**src/rtl/ihc_pkg.sv**
```systemverilog
// Shared constants, verdict codes and snapshot type for the IPv4 header checker.
package ihc_pkg;

  // Verdict codes
  localparam logic [2:0] VERDICT_DELIVER   = 3'd0;
  localparam logic [2:0] VERDICT_SHORT     = 3'd1;
  localparam logic [2:0] VERDICT_VERSION   = 3'd2;
  localparam logic [2:0] VERDICT_TRUNCATED = 3'd3;
  localparam logic [2:0] VERDICT_LENGTH    = 3'd4;
  localparam logic [2:0] VERDICT_CHECKSUM  = 3'd5;
  localparam logic [2:0] VERDICT_FRAGMENT  = 3'd6;
  localparam logic [2:0] VERDICT_PROTOCOL  = 3'd7;

  // Header byte positions
  localparam logic [15:0] POS_VER_IHL  = 16'd0;
  localparam logic [15:0] POS_TLEN_HI  = 16'd2;
  localparam logic [15:0] POS_TLEN_LO  = 16'd3;
  localparam logic [15:0] POS_FRAG_HI  = 16'd6;
  localparam logic [15:0] POS_FRAG_LO  = 16'd7;
  localparam logic [15:0] POS_PROTO    = 16'd9;
  localparam logic [15:0] POS_SRC_0    = 16'd12;
  localparam logic [15:0] POS_SRC_1    = 16'd13;
  localparam logic [15:0] POS_SRC_2    = 16'd14;
  localparam logic [15:0] POS_SRC_3    = 16'd15;

  // Header checks
  localparam logic [15:0] MIN_HEADER_BYTES = 16'd20;
  localparam logic [15:0] COUNT_MAX        = 16'hFFFF;
  localparam logic [3:0]  VERSION_IPV4     = 4'd4;
  localparam logic [3:0]  MIN_IHL          = 4'd5;
  localparam logic [15:0] SUM_GOOD         = 16'hFFFF;
  localparam logic [15:0] FRAG_MF_MASK     = 16'h2000;
  localparam logic [15:0] FRAG_OFFSET_MASK = 16'h1FFF;
  localparam logic [7:0]  DELIVER_PROTOCOL_RESET = 8'd6;

  // Header fields as they stand after the last byte of a packet
  typedef struct packed {
    logic [15:0] byte_count;
    logic [7:0]  version_ihl;
    logic [15:0] tot_len;
    logic [15:0] flags_fragment;
    logic [7:0]  protocol;
    logic [31:0] source;
    logic [15:0] checksum_sum;
  } hdr_snap_t;

endpackage

```
**src/rtl/ihc_in_if.sv**
```systemverilog
// Byte stream channel into the IPv4 header checker.
interface ihc_in_if;
  logic       valid;
  logic       ready;
  logic [7:0] data_byte;
  logic       last;

  modport source (output valid, output data_byte, output last, input ready);
  modport sink (input valid, input data_byte, input last, output ready);
endinterface

```
**src/rtl/ihc_out_if.sv**
```systemverilog
// Verdict channel out of the IPv4 header checker.
interface ihc_out_if;
  logic        valid;
  logic        ready;
  logic [2:0]  verdict;
  logic [7:0]  protocol_number;
  logic [31:0] source_address;
  logic [5:0]  payload_offset;
  logic [15:0] payload_length;

  modport source (output valid, output verdict, output protocol_number,
                  output source_address, output payload_offset,
                  output payload_length, input ready);
  modport sink (input valid, input verdict, input protocol_number,
                input source_address, input payload_offset,
                input payload_length, output ready);
endinterface

```
**src/rtl/ipv4_header_checker_unit.sv**
```systemverilog
// Top level of the IPv4 header checker: protocol register, parser and verdict stage.
//
//   channel  dir  handshake      content
//   pkt      in   valid/ready    data_byte, last (one packet byte per request)
//   res      out  valid/ready    verdict, protocol_number, source_address,
//                                payload_offset, payload_length
//   cfg      in   cfg_wr_en      cfg_wr_data -> deliver_protocol
//
// Takes one byte per cycle while pkt.ready is high; the parser adds one header word
// every two bytes. A verdict passes the snapshot register, then the result register,
// after the last byte of a packet is accepted.
// Synchronous reset clears per-packet state and sets deliver_protocol to 6.
// A stalled result holds the snapshot; a held snapshot drops pkt.ready.
module ipv4_header_checker_unit (
  input  logic       clk,
  input  logic       rst,
  ihc_in_if.sink     pkt,
  ihc_out_if.source  res,
  input  logic       cfg_wr_en,
  input  logic [7:0] cfg_wr_data
);

  logic [7:0]         deliver_protocol;
  logic               snap_valid;
  logic               snap_ready;
  ihc_pkg::hdr_snap_t snap;

  // Hold the configured protocol number
  always_ff @(posedge clk) begin
    if (rst) begin
      deliver_protocol <= ihc_pkg::DELIVER_PROTOCOL_RESET;
    end else if (cfg_wr_en) begin
      deliver_protocol <= cfg_wr_data;
    end
  end

  ihc_parser u_parser (
    .clk        (clk),
    .rst        (rst),
    .byte_valid (pkt.valid),
    .data_byte  (pkt.data_byte),
    .last       (pkt.last),
    .snap_ready (snap_ready),
    .byte_ready (pkt.ready),
    .snap_valid (snap_valid),
    .snap       (snap)
  );

  ihc_verdict u_verdict (
    .clk              (clk),
    .rst              (rst),
    .snap_valid       (snap_valid),
    .snap             (snap),
    .deliver_protocol (deliver_protocol),
    .snap_ready       (snap_ready),
    .res              (res)
  );

endmodule

```
**src/rtl/ihc_parser.sv**
```systemverilog
// Per-byte header capture and checksum accumulation, with end-of-packet snapshot.
module ihc_parser (
  input  logic              clk,
  input  logic              rst,
  input  logic              byte_valid,
  input  logic [7:0]        data_byte,
  input  logic              last,
  input  logic              snap_ready,
  output logic              byte_ready,
  output logic              snap_valid,
  output ihc_pkg::hdr_snap_t snap
);

  logic [15:0] byte_count;
  logic [7:0]  version_ihl;
  logic [15:0] tot_len;
  logic [15:0] flags_fragment;
  logic [7:0]  protocol;
  logic [31:0] source;
  logic [15:0] checksum_sum;
  logic [7:0]  high_byte_hold;

  logic [15:0] byte_count_next;
  logic [7:0]  version_ihl_next;
  logic [15:0] tot_len_next;
  logic [15:0] flags_fragment_next;
  logic [7:0]  protocol_next;
  logic [31:0] source_next;
  logic [15:0] checksum_sum_next;
  logic [7:0]  high_byte_hold_next;

  logic [5:0]  hdr_len;
  logic [16:0] word_sum;
  logic [16:0] word_fold;
  logic        accept;

  // Stall input only when a finished snapshot cannot move on
  assign byte_ready = !snap_valid || snap_ready;
  assign accept     = byte_valid && byte_ready;

  // Capture header fields at their positions
  always_comb begin
    version_ihl_next    = version_ihl;
    tot_len_next        = tot_len;
    flags_fragment_next = flags_fragment;
    protocol_next       = protocol;
    source_next         = source;
    case (byte_count)
      ihc_pkg::POS_VER_IHL: version_ihl_next            = data_byte;
      ihc_pkg::POS_TLEN_HI: tot_len_next[15:8]          = data_byte;
      ihc_pkg::POS_TLEN_LO: tot_len_next[7:0]           = data_byte;
      ihc_pkg::POS_FRAG_HI: flags_fragment_next[15:8]   = data_byte;
      ihc_pkg::POS_FRAG_LO: flags_fragment_next[7:0]    = data_byte;
      ihc_pkg::POS_PROTO:   protocol_next               = data_byte;
      ihc_pkg::POS_SRC_0:   source_next[31:24]          = data_byte;
      ihc_pkg::POS_SRC_1:   source_next[23:16]          = data_byte;
      ihc_pkg::POS_SRC_2:   source_next[15:8]           = data_byte;
      ihc_pkg::POS_SRC_3:   source_next[7:0]            = data_byte;
      default: ;
    endcase
  end

  // Add header words into the folded ones-complement sum
  assign hdr_len   = {version_ihl_next[3:0], 2'b00};
  assign word_sum  = {1'b0, checksum_sum} + {1'b0, high_byte_hold, data_byte};
  assign word_fold = {1'b0, word_sum[15:0]} + {16'd0, word_sum[16]};

  always_comb begin
    checksum_sum_next   = checksum_sum;
    high_byte_hold_next = high_byte_hold;
    if (byte_count < {10'd0, hdr_len}) begin
      if (!byte_count[0]) begin
        high_byte_hold_next = data_byte;
      end else begin
        checksum_sum_next = word_fold[15:0];
      end
    end
  end

  // Saturate the byte count
  assign byte_count_next = (byte_count == ihc_pkg::COUNT_MAX) ? byte_count
                                                              : byte_count + 16'd1;

  // Advance per-packet state, clear it after the last byte
  always_ff @(posedge clk) begin
    if (rst) begin
      byte_count     <= '0;
      version_ihl    <= '0;
      tot_len        <= '0;
      flags_fragment <= '0;
      protocol       <= '0;
      source         <= '0;
      checksum_sum   <= '0;
      high_byte_hold <= '0;
    end else if (accept) begin
      if (last) begin
        byte_count     <= '0;
        version_ihl    <= '0;
        tot_len        <= '0;
        flags_fragment <= '0;
        protocol       <= '0;
        source         <= '0;
        checksum_sum   <= '0;
        high_byte_hold <= '0;
      end else begin
        byte_count     <= byte_count_next;
        version_ihl    <= version_ihl_next;
        tot_len        <= tot_len_next;
        flags_fragment <= flags_fragment_next;
        protocol       <= protocol_next;
        source         <= source_next;
        checksum_sum   <= checksum_sum_next;
        high_byte_hold <= high_byte_hold_next;
      end
    end
  end

  // Hold the finished header until the verdict stage takes it
  always_ff @(posedge clk) begin
    if (rst) begin
      snap_valid <= 1'b0;
    end else if (byte_ready) begin
      snap_valid <= accept && last;
    end
  end

  always_ff @(posedge clk) begin
    if (accept && last) begin
      snap.byte_count     <= byte_count_next;
      snap.version_ihl    <= version_ihl_next;
      snap.tot_len        <= tot_len_next;
      snap.flags_fragment <= flags_fragment_next;
      snap.protocol       <= protocol_next;
      snap.source         <= source_next;
      snap.checksum_sum   <= checksum_sum_next;
    end
  end

endmodule

```
**src/rtl/ihc_verdict.sv**
```systemverilog
// Ordered header checks on a packet snapshot, into the result register.
module ihc_verdict (
  input  logic               clk,
  input  logic               rst,
  input  logic               snap_valid,
  input  ihc_pkg::hdr_snap_t snap,
  input  logic [7:0]         deliver_protocol,
  output logic               snap_ready,
  ihc_out_if.source          res
);

  logic [3:0]  version;
  logic [3:0]  ihl;
  logic [5:0]  hdr_len;
  logic [15:0] hdr_len_w;
  logic [2:0]  verdict_next;
  logic        pass_len;

  assign version   = snap.version_ihl[7:4];
  assign ihl       = snap.version_ihl[3:0];
  assign hdr_len   = {ihl, 2'b00};
  assign hdr_len_w = {10'd0, hdr_len};

  // Take the first failing check in priority order
  always_comb begin
    if (snap.byte_count < ihc_pkg::MIN_HEADER_BYTES) begin
      verdict_next = ihc_pkg::VERDICT_SHORT;
    end else if (version != ihc_pkg::VERSION_IPV4 || ihl < ihc_pkg::MIN_IHL) begin
      verdict_next = ihc_pkg::VERDICT_VERSION;
    end else if (hdr_len_w > snap.byte_count) begin
      verdict_next = ihc_pkg::VERDICT_TRUNCATED;
    end else if (snap.tot_len < hdr_len_w ||
                 snap.tot_len > snap.byte_count) begin
      verdict_next = ihc_pkg::VERDICT_LENGTH;
    end else if (snap.checksum_sum != ihc_pkg::SUM_GOOD) begin
      verdict_next = ihc_pkg::VERDICT_CHECKSUM;
    end else if ((snap.flags_fragment & ihc_pkg::FRAG_MF_MASK) != 16'd0 ||
                 (snap.flags_fragment & ihc_pkg::FRAG_OFFSET_MASK) != 16'd0) begin
      verdict_next = ihc_pkg::VERDICT_FRAGMENT;
    end else if (snap.protocol != deliver_protocol) begin
      verdict_next = ihc_pkg::VERDICT_PROTOCOL;
    end else begin
      verdict_next = ihc_pkg::VERDICT_DELIVER;
    end
  end

  // Report offset and length only for delivered or other-protocol packets
  assign pass_len = (verdict_next == ihc_pkg::VERDICT_DELIVER) ||
                    (verdict_next == ihc_pkg::VERDICT_PROTOCOL);

  assign snap_ready = !res.valid || res.ready;

  always_ff @(posedge clk) begin
    if (rst) begin
      res.valid <= 1'b0;
    end else if (snap_ready) begin
      res.valid <= snap_valid;
    end
  end

  always_ff @(posedge clk) begin
    if (snap_ready && snap_valid) begin
      res.verdict         <= verdict_next;
      res.protocol_number <= snap.protocol;
      res.source_address  <= snap.source;
      res.payload_offset  <= pass_len ? hdr_len : 6'd0;
      res.payload_length  <= pass_len ? snap.tot_len - hdr_len_w : 16'd0;
    end
  end

endmodule

```
**src/flat_wrapper.sv**
```systemverilog
// flat-port wrapper written by rule: the top's interface ports become plain ports
module ipv4_header_checker_unit_flat 
  (clk, rst, cfg_wr_en, cfg_wr_data, pkt_valid, pkt_data_byte, pkt_last, pkt_ready, res_valid, res_verdict, res_protocol_number, res_source_address, res_payload_offset, res_payload_length, res_ready);
  ihc_in_if pkt_i ();
  ihc_out_if res_i ();
  input  logic clk;
  input  logic rst;
  input  logic cfg_wr_en;
  input  logic [7:0] cfg_wr_data;
  input wire logic [$bits(pkt_i.valid)-1:0] pkt_valid;
  input wire logic [$bits(pkt_i.data_byte)-1:0] pkt_data_byte;
  input wire logic [$bits(pkt_i.last)-1:0] pkt_last;
  output wire logic [$bits(pkt_i.ready)-1:0] pkt_ready;
  output wire logic [$bits(res_i.valid)-1:0] res_valid;
  output wire logic [$bits(res_i.verdict)-1:0] res_verdict;
  output wire logic [$bits(res_i.protocol_number)-1:0] res_protocol_number;
  output wire logic [$bits(res_i.source_address)-1:0] res_source_address;
  output wire logic [$bits(res_i.payload_offset)-1:0] res_payload_offset;
  output wire logic [$bits(res_i.payload_length)-1:0] res_payload_length;
  input wire logic [$bits(res_i.ready)-1:0] res_ready;
  assign pkt_i.valid = pkt_valid;
  assign pkt_i.data_byte = pkt_data_byte;
  assign pkt_i.last = pkt_last;
  assign pkt_ready = pkt_i.ready;
  assign res_valid = res_i.valid;
  assign res_verdict = res_i.verdict;
  assign res_protocol_number = res_i.protocol_number;
  assign res_source_address = res_i.source_address;
  assign res_payload_offset = res_i.payload_offset;
  assign res_payload_length = res_i.payload_length;
  assign res_i.ready = res_ready;
  ipv4_header_checker_unit u_core (.clk(clk), .rst(rst), .pkt(pkt_i), .res(res_i), .cfg_wr_en(cfg_wr_en), .cfg_wr_data(cfg_wr_data));
endmodule
```
**config.mk**
```make
export PLATFORM = sky130hd
export DESIGN_NAME = ipv4_header_checker_unit_flat
export DESIGN_NICKNAME = d
export VERILOG_FILES = /design/src/rtl/ihc_pkg.sv /design/src/rtl/ihc_in_if.sv /design/src/rtl/ihc_out_if.sv /design/src/rtl/ipv4_header_checker_unit.sv /design/src/rtl/ihc_parser.sv /design/src/rtl/ihc_verdict.sv /design/src/flat_wrapper.sv
export SDC_FILE = /design/constraint.sdc
export NUM_CORES = 1
export LEC_CHECK = 0
export BUFFER_PORTS_ARGS = -buffer_cell sky130_fd_sc_hd__buf_2
export CAP_MARGIN = 15
export CORE_MARGIN = 5
export CORE_UTILIZATION = 40
export DETAILED_ROUTE_END_ITERATION = 10
export GPL_TIMING_DRIVEN = 1
export MAX_ROUTING_LAYER = met4
export PLACE_DENSITY = 0.69
export SYNTH_ARGS = -nofsm -noshare
export SYNTH_HDL_FRONTEND = slang
export SYNTH_SLANG_ARGS = --single-unit
export TNS_END_PERCENT = 5
```
**constraint.sdc**
```tcl
create_clock -name clk -period 4.4 [get_ports clk]
set_input_delay 0.88 -clock clk [delete_from_list [all_inputs] [get_ports clk]]
set_output_delay 0.88 -clock clk [all_outputs]
set_load 0.01 [all_outputs]
```
==> results.toml <==
[cells_and_area]
n_antenna_cell = 0
synthToLayoutAreaGrowth_pct = 15.2
fin_nets = 1317
utilization_pct = 46.6
final_design_area_no_fill_um2 = 15600
drive_above_1_share_pct = 21.1

[clock_tree]
cts_buffers = 34
hold_buffers = 0
tritoncts = "yes"
cts_root_buf = "clkbuf_16"
postCtsSetupBuffers = 0
cts_resized = 0
clockBufferDepth = 3
htree_levels = 2
clk_pin_slew_worst_paths_ns = 0.06
clock_latency_ns = 0.51
clock_sinks = 301

[global_route]
grt_max_degree = 69
grt_overflow = 0
grt_pass1_vias = 9002
antenna_found_initial = 0
grt_use_total_pct = 16.5
grt_pass1_wl_mm = 49.5

[timing]
slew_violations = 0
finalSetupTns_ns = 0
max_freq_ghz = 0.253
rsz0062_at_grt = "false"
finalCritPeriodShare_pct = 89.8
whs_ns = 0.418
max_slew_margin_pct = 19.8
finalHoldViolations = 0
min_period_ns = 3.95
finalSetupViolations = 0
setup_slack_ns = 0.450
worst_pin_slew_ns = 1.19
skew_ns = 0.0173

[setup_path]
startpoint = "u_core.u_parser.byte_count[6]"
crit_path_end_kind = "flip-flop"
critPathKind = "flip-flop to flip-flop"
worstPathRequired_ns = 4.77
cp_data_arrival_time_ns = 4.32
crit_path_start_kind = "flip-flop"
worstPathCellList = "nor4_4 -> nand4_2 -> or4b_1 -> mux2_2 -> inv_1 -> ha_1 -> o21ai_0 -> nand3b_1 -> a211oi_1 -> a31oi_4 -> nand2b_1 -> nand2_1 -> a22oi_1 -> nor2_1"
regToRegStartpoint = "u_core.u_parser.byte_count[6]"
crit_fanout = 14
max_stage_delay_ns = 0.62
crit_path_top_delay_cell = "or4b_1"

[placed_design]
dp_worst_setup_slack_ns = -0.0415
dp_hpwl_mm = 20.8
portBuffers = 86
gp_congestion = 0.945
postPlaceCellArea_um2 = 14500

[yosys]
postSynthCellCount = 1149
seq_area_frac_synth_pct = 57.3
async_flop_share_pct = 0
synth_area_um2 = 13500
yosysWarnings = 0
synth_cell_types = 66
post_synth.cell_area_avg_um2 = 11.8
synth_edf_count = 173
synth-seq-cells = 301
dominantRegCellSynth = "edfxtp_1"

[routing]
wl_mm = 30.9
first_pass_iters = 5
wl_per_cell_um = 18.0
vias = 9244
drt_iter0_drc = 812
via_per_inst = 5.38
antenna_left = 0
post-route-drc-count = 0

[floorplanning]
start_util_pct = 40.5
core_area_um2 = 33400
die_h_um = 194
dieWidth_um = 194
core.rowCount = 67
io_pins = 89
fp.dieArea_um2 = 37600

[pwr]
ir_drop_uv = 300
leakagePower_uw = 0.00601
p_per_area_nw_per_um2 = 393

[worst_hold_path]
min_path_type = "flip-flop to flip-flop"
hold_start = "u_core.u_parser.snap[43]"

[job]
cap_violations = 0

[run_status]
status = "finished clean"
flip-flops by register name (all words and copies together) (netlist names), 14 cells and up:
register,count
u_core.u_parser.byte_count,16
u_core.u_verdict.res.payload_length,16
u_core.u_parser.snap,110
u_core.u_verdict.res.source_address,32
u_core.u_parser.checksum_sum,16
u_core.u_parser.tot_len,16
u_core.u_parser.flags_fragment,14
u_core.u_parser.source,32
cell type report:
cell class                 count  area [um2]
timing repair buffer         115         663
inverter                      36         138
multi-input combinational    756        5410
sequential                   301        7760
tap                          448         561
clock buffer                  49         947
fill                        3000       17900
clock inverter                13         116
per-stage QoR:
| step | power (uW) | std cells |
|---|---|---|
| final | 6130 | 1718 |
| after global routing | 6370 | 1718 |
| after CTS | 6190 | 1718 |
| after detailed placement | 3520 | 1656 |
| after global placement | 3510 | 1656 |
| after floorplan | 3380 | 1150 |
where the power goes:
part	internal (uW)	switching [uW]	leakage, uW	total [uW]
clock	1570	1110	0.000514	2680
sequential	3040	33.0	0.00267	3070
combinational	131	254	0.00283	385
critical path, delay by kind of cell (launching register included):
family	cells	cell delay [ns]
buf+inv	1	0.07
flops	1	0.39
fa+ha+maj	1	0.21
compound gates	4	1.09
simple gates	7	1.70
mux	1	0.34
cell usage in the layout (no fill, tap or decap), types with 4 or more instances in the layout:
cell type  instances
a21o_1            16
inv_1             35
clkbuf_16         34
edfxtp_1         173
o21a_1             5
xnor2_1           43
dfxtp_1          128
xor2_1            13
mux2i_1            7
nand2_1           40
nor4_1            10
a22oi_1          105
nand3b_1          12
nor2_1           162
nor2b_1           18
and3_1             7
buf_2             85
o21ai_1            8
clkbuf_1          11
buf_4             29
nand3_1           14
o21ai_0           23
nand4_1           19
a211o_1            4
a21oi_1           29
or3_1              6
ha_1              49
nand2b_1           6
nor3_1            14
mux2_2            89
clkbuf_8           4
synth_stat cells (3+ instances only):
cell type	n	area share, %
a211o_1	4	0.26
a21o_1	16	0.89
a21oi_1	29	1.1
a22oi_1	105	5.8
a31oi_1	3	0.14
and2_1	3	0.14
and3_1	7	0.32
buf_1	3	0.083
buf_4	3	0.17
buf_6	4	0.33
clkbuf_1	45	1.2
dfxtp_1	128	19
edfxtp_1	173	38
ha_1	49	4.5
inv_1	36	1.0
mux2_2	89	7.4
mux2i_1	7	0.52
nand2_1	41	1.1
nand2b_1	6	0.28
nand3_1	14	0.52
nand3b_1	12	0.67
nand4_1	19	0.88
nor2_1	163	4.5
nor2b_1	19	0.88
nor3_1	14	0.52
nor4_1	10	0.46
o21a_1	5	0.28
o21ai_0	23	0.85
o21ai_1	8	0.30
o31ai_1	3	0.17
or3_1	6	0.28
or4_1	3	0.17
xnor2_1	43	2.8
xor2_1	13	0.84
final timing paths:
check / endpoint / slack [ns] / cells past startpoint
setup / recovery: u_core.u_parser.checksum_sum[11] / 0.45 / 14
hold / removal: u_core.u_verdict.res.source_address[27] / 0.42 / 0
setup reg to reg: u_core.u_parser.checksum_sum[11] / 0.45 / 14
hold reg to reg: u_core.u_verdict.res.source_address[27] / 0.42 / 0
metal layers:
metal	GRT usage, %	routed length [um]	vias up
met2	25.8	14400	269
met4	4.79	695	0
met5	-	0	-
li1	-	-	4434
met1	22.2	14000	4495
met3	3.02	1770	46
kinds of logic (layout without fill, tap and decap cells):
kind of cell,Yosys count,count (layout),synth area share (%)
AOI/OAI and AO/OA,218,218,11.4
buffers and inverters,93,213,2.90
other,1,2,0.0277
adders and majority gates,51,51,4.82
and+or+nand+nor,332,332,11.9
DFF,301,301,57.3
muxes,97,97,8.03
xor gates and xnor gates,56,56,3.62
(Power assumes the default switching activity.)
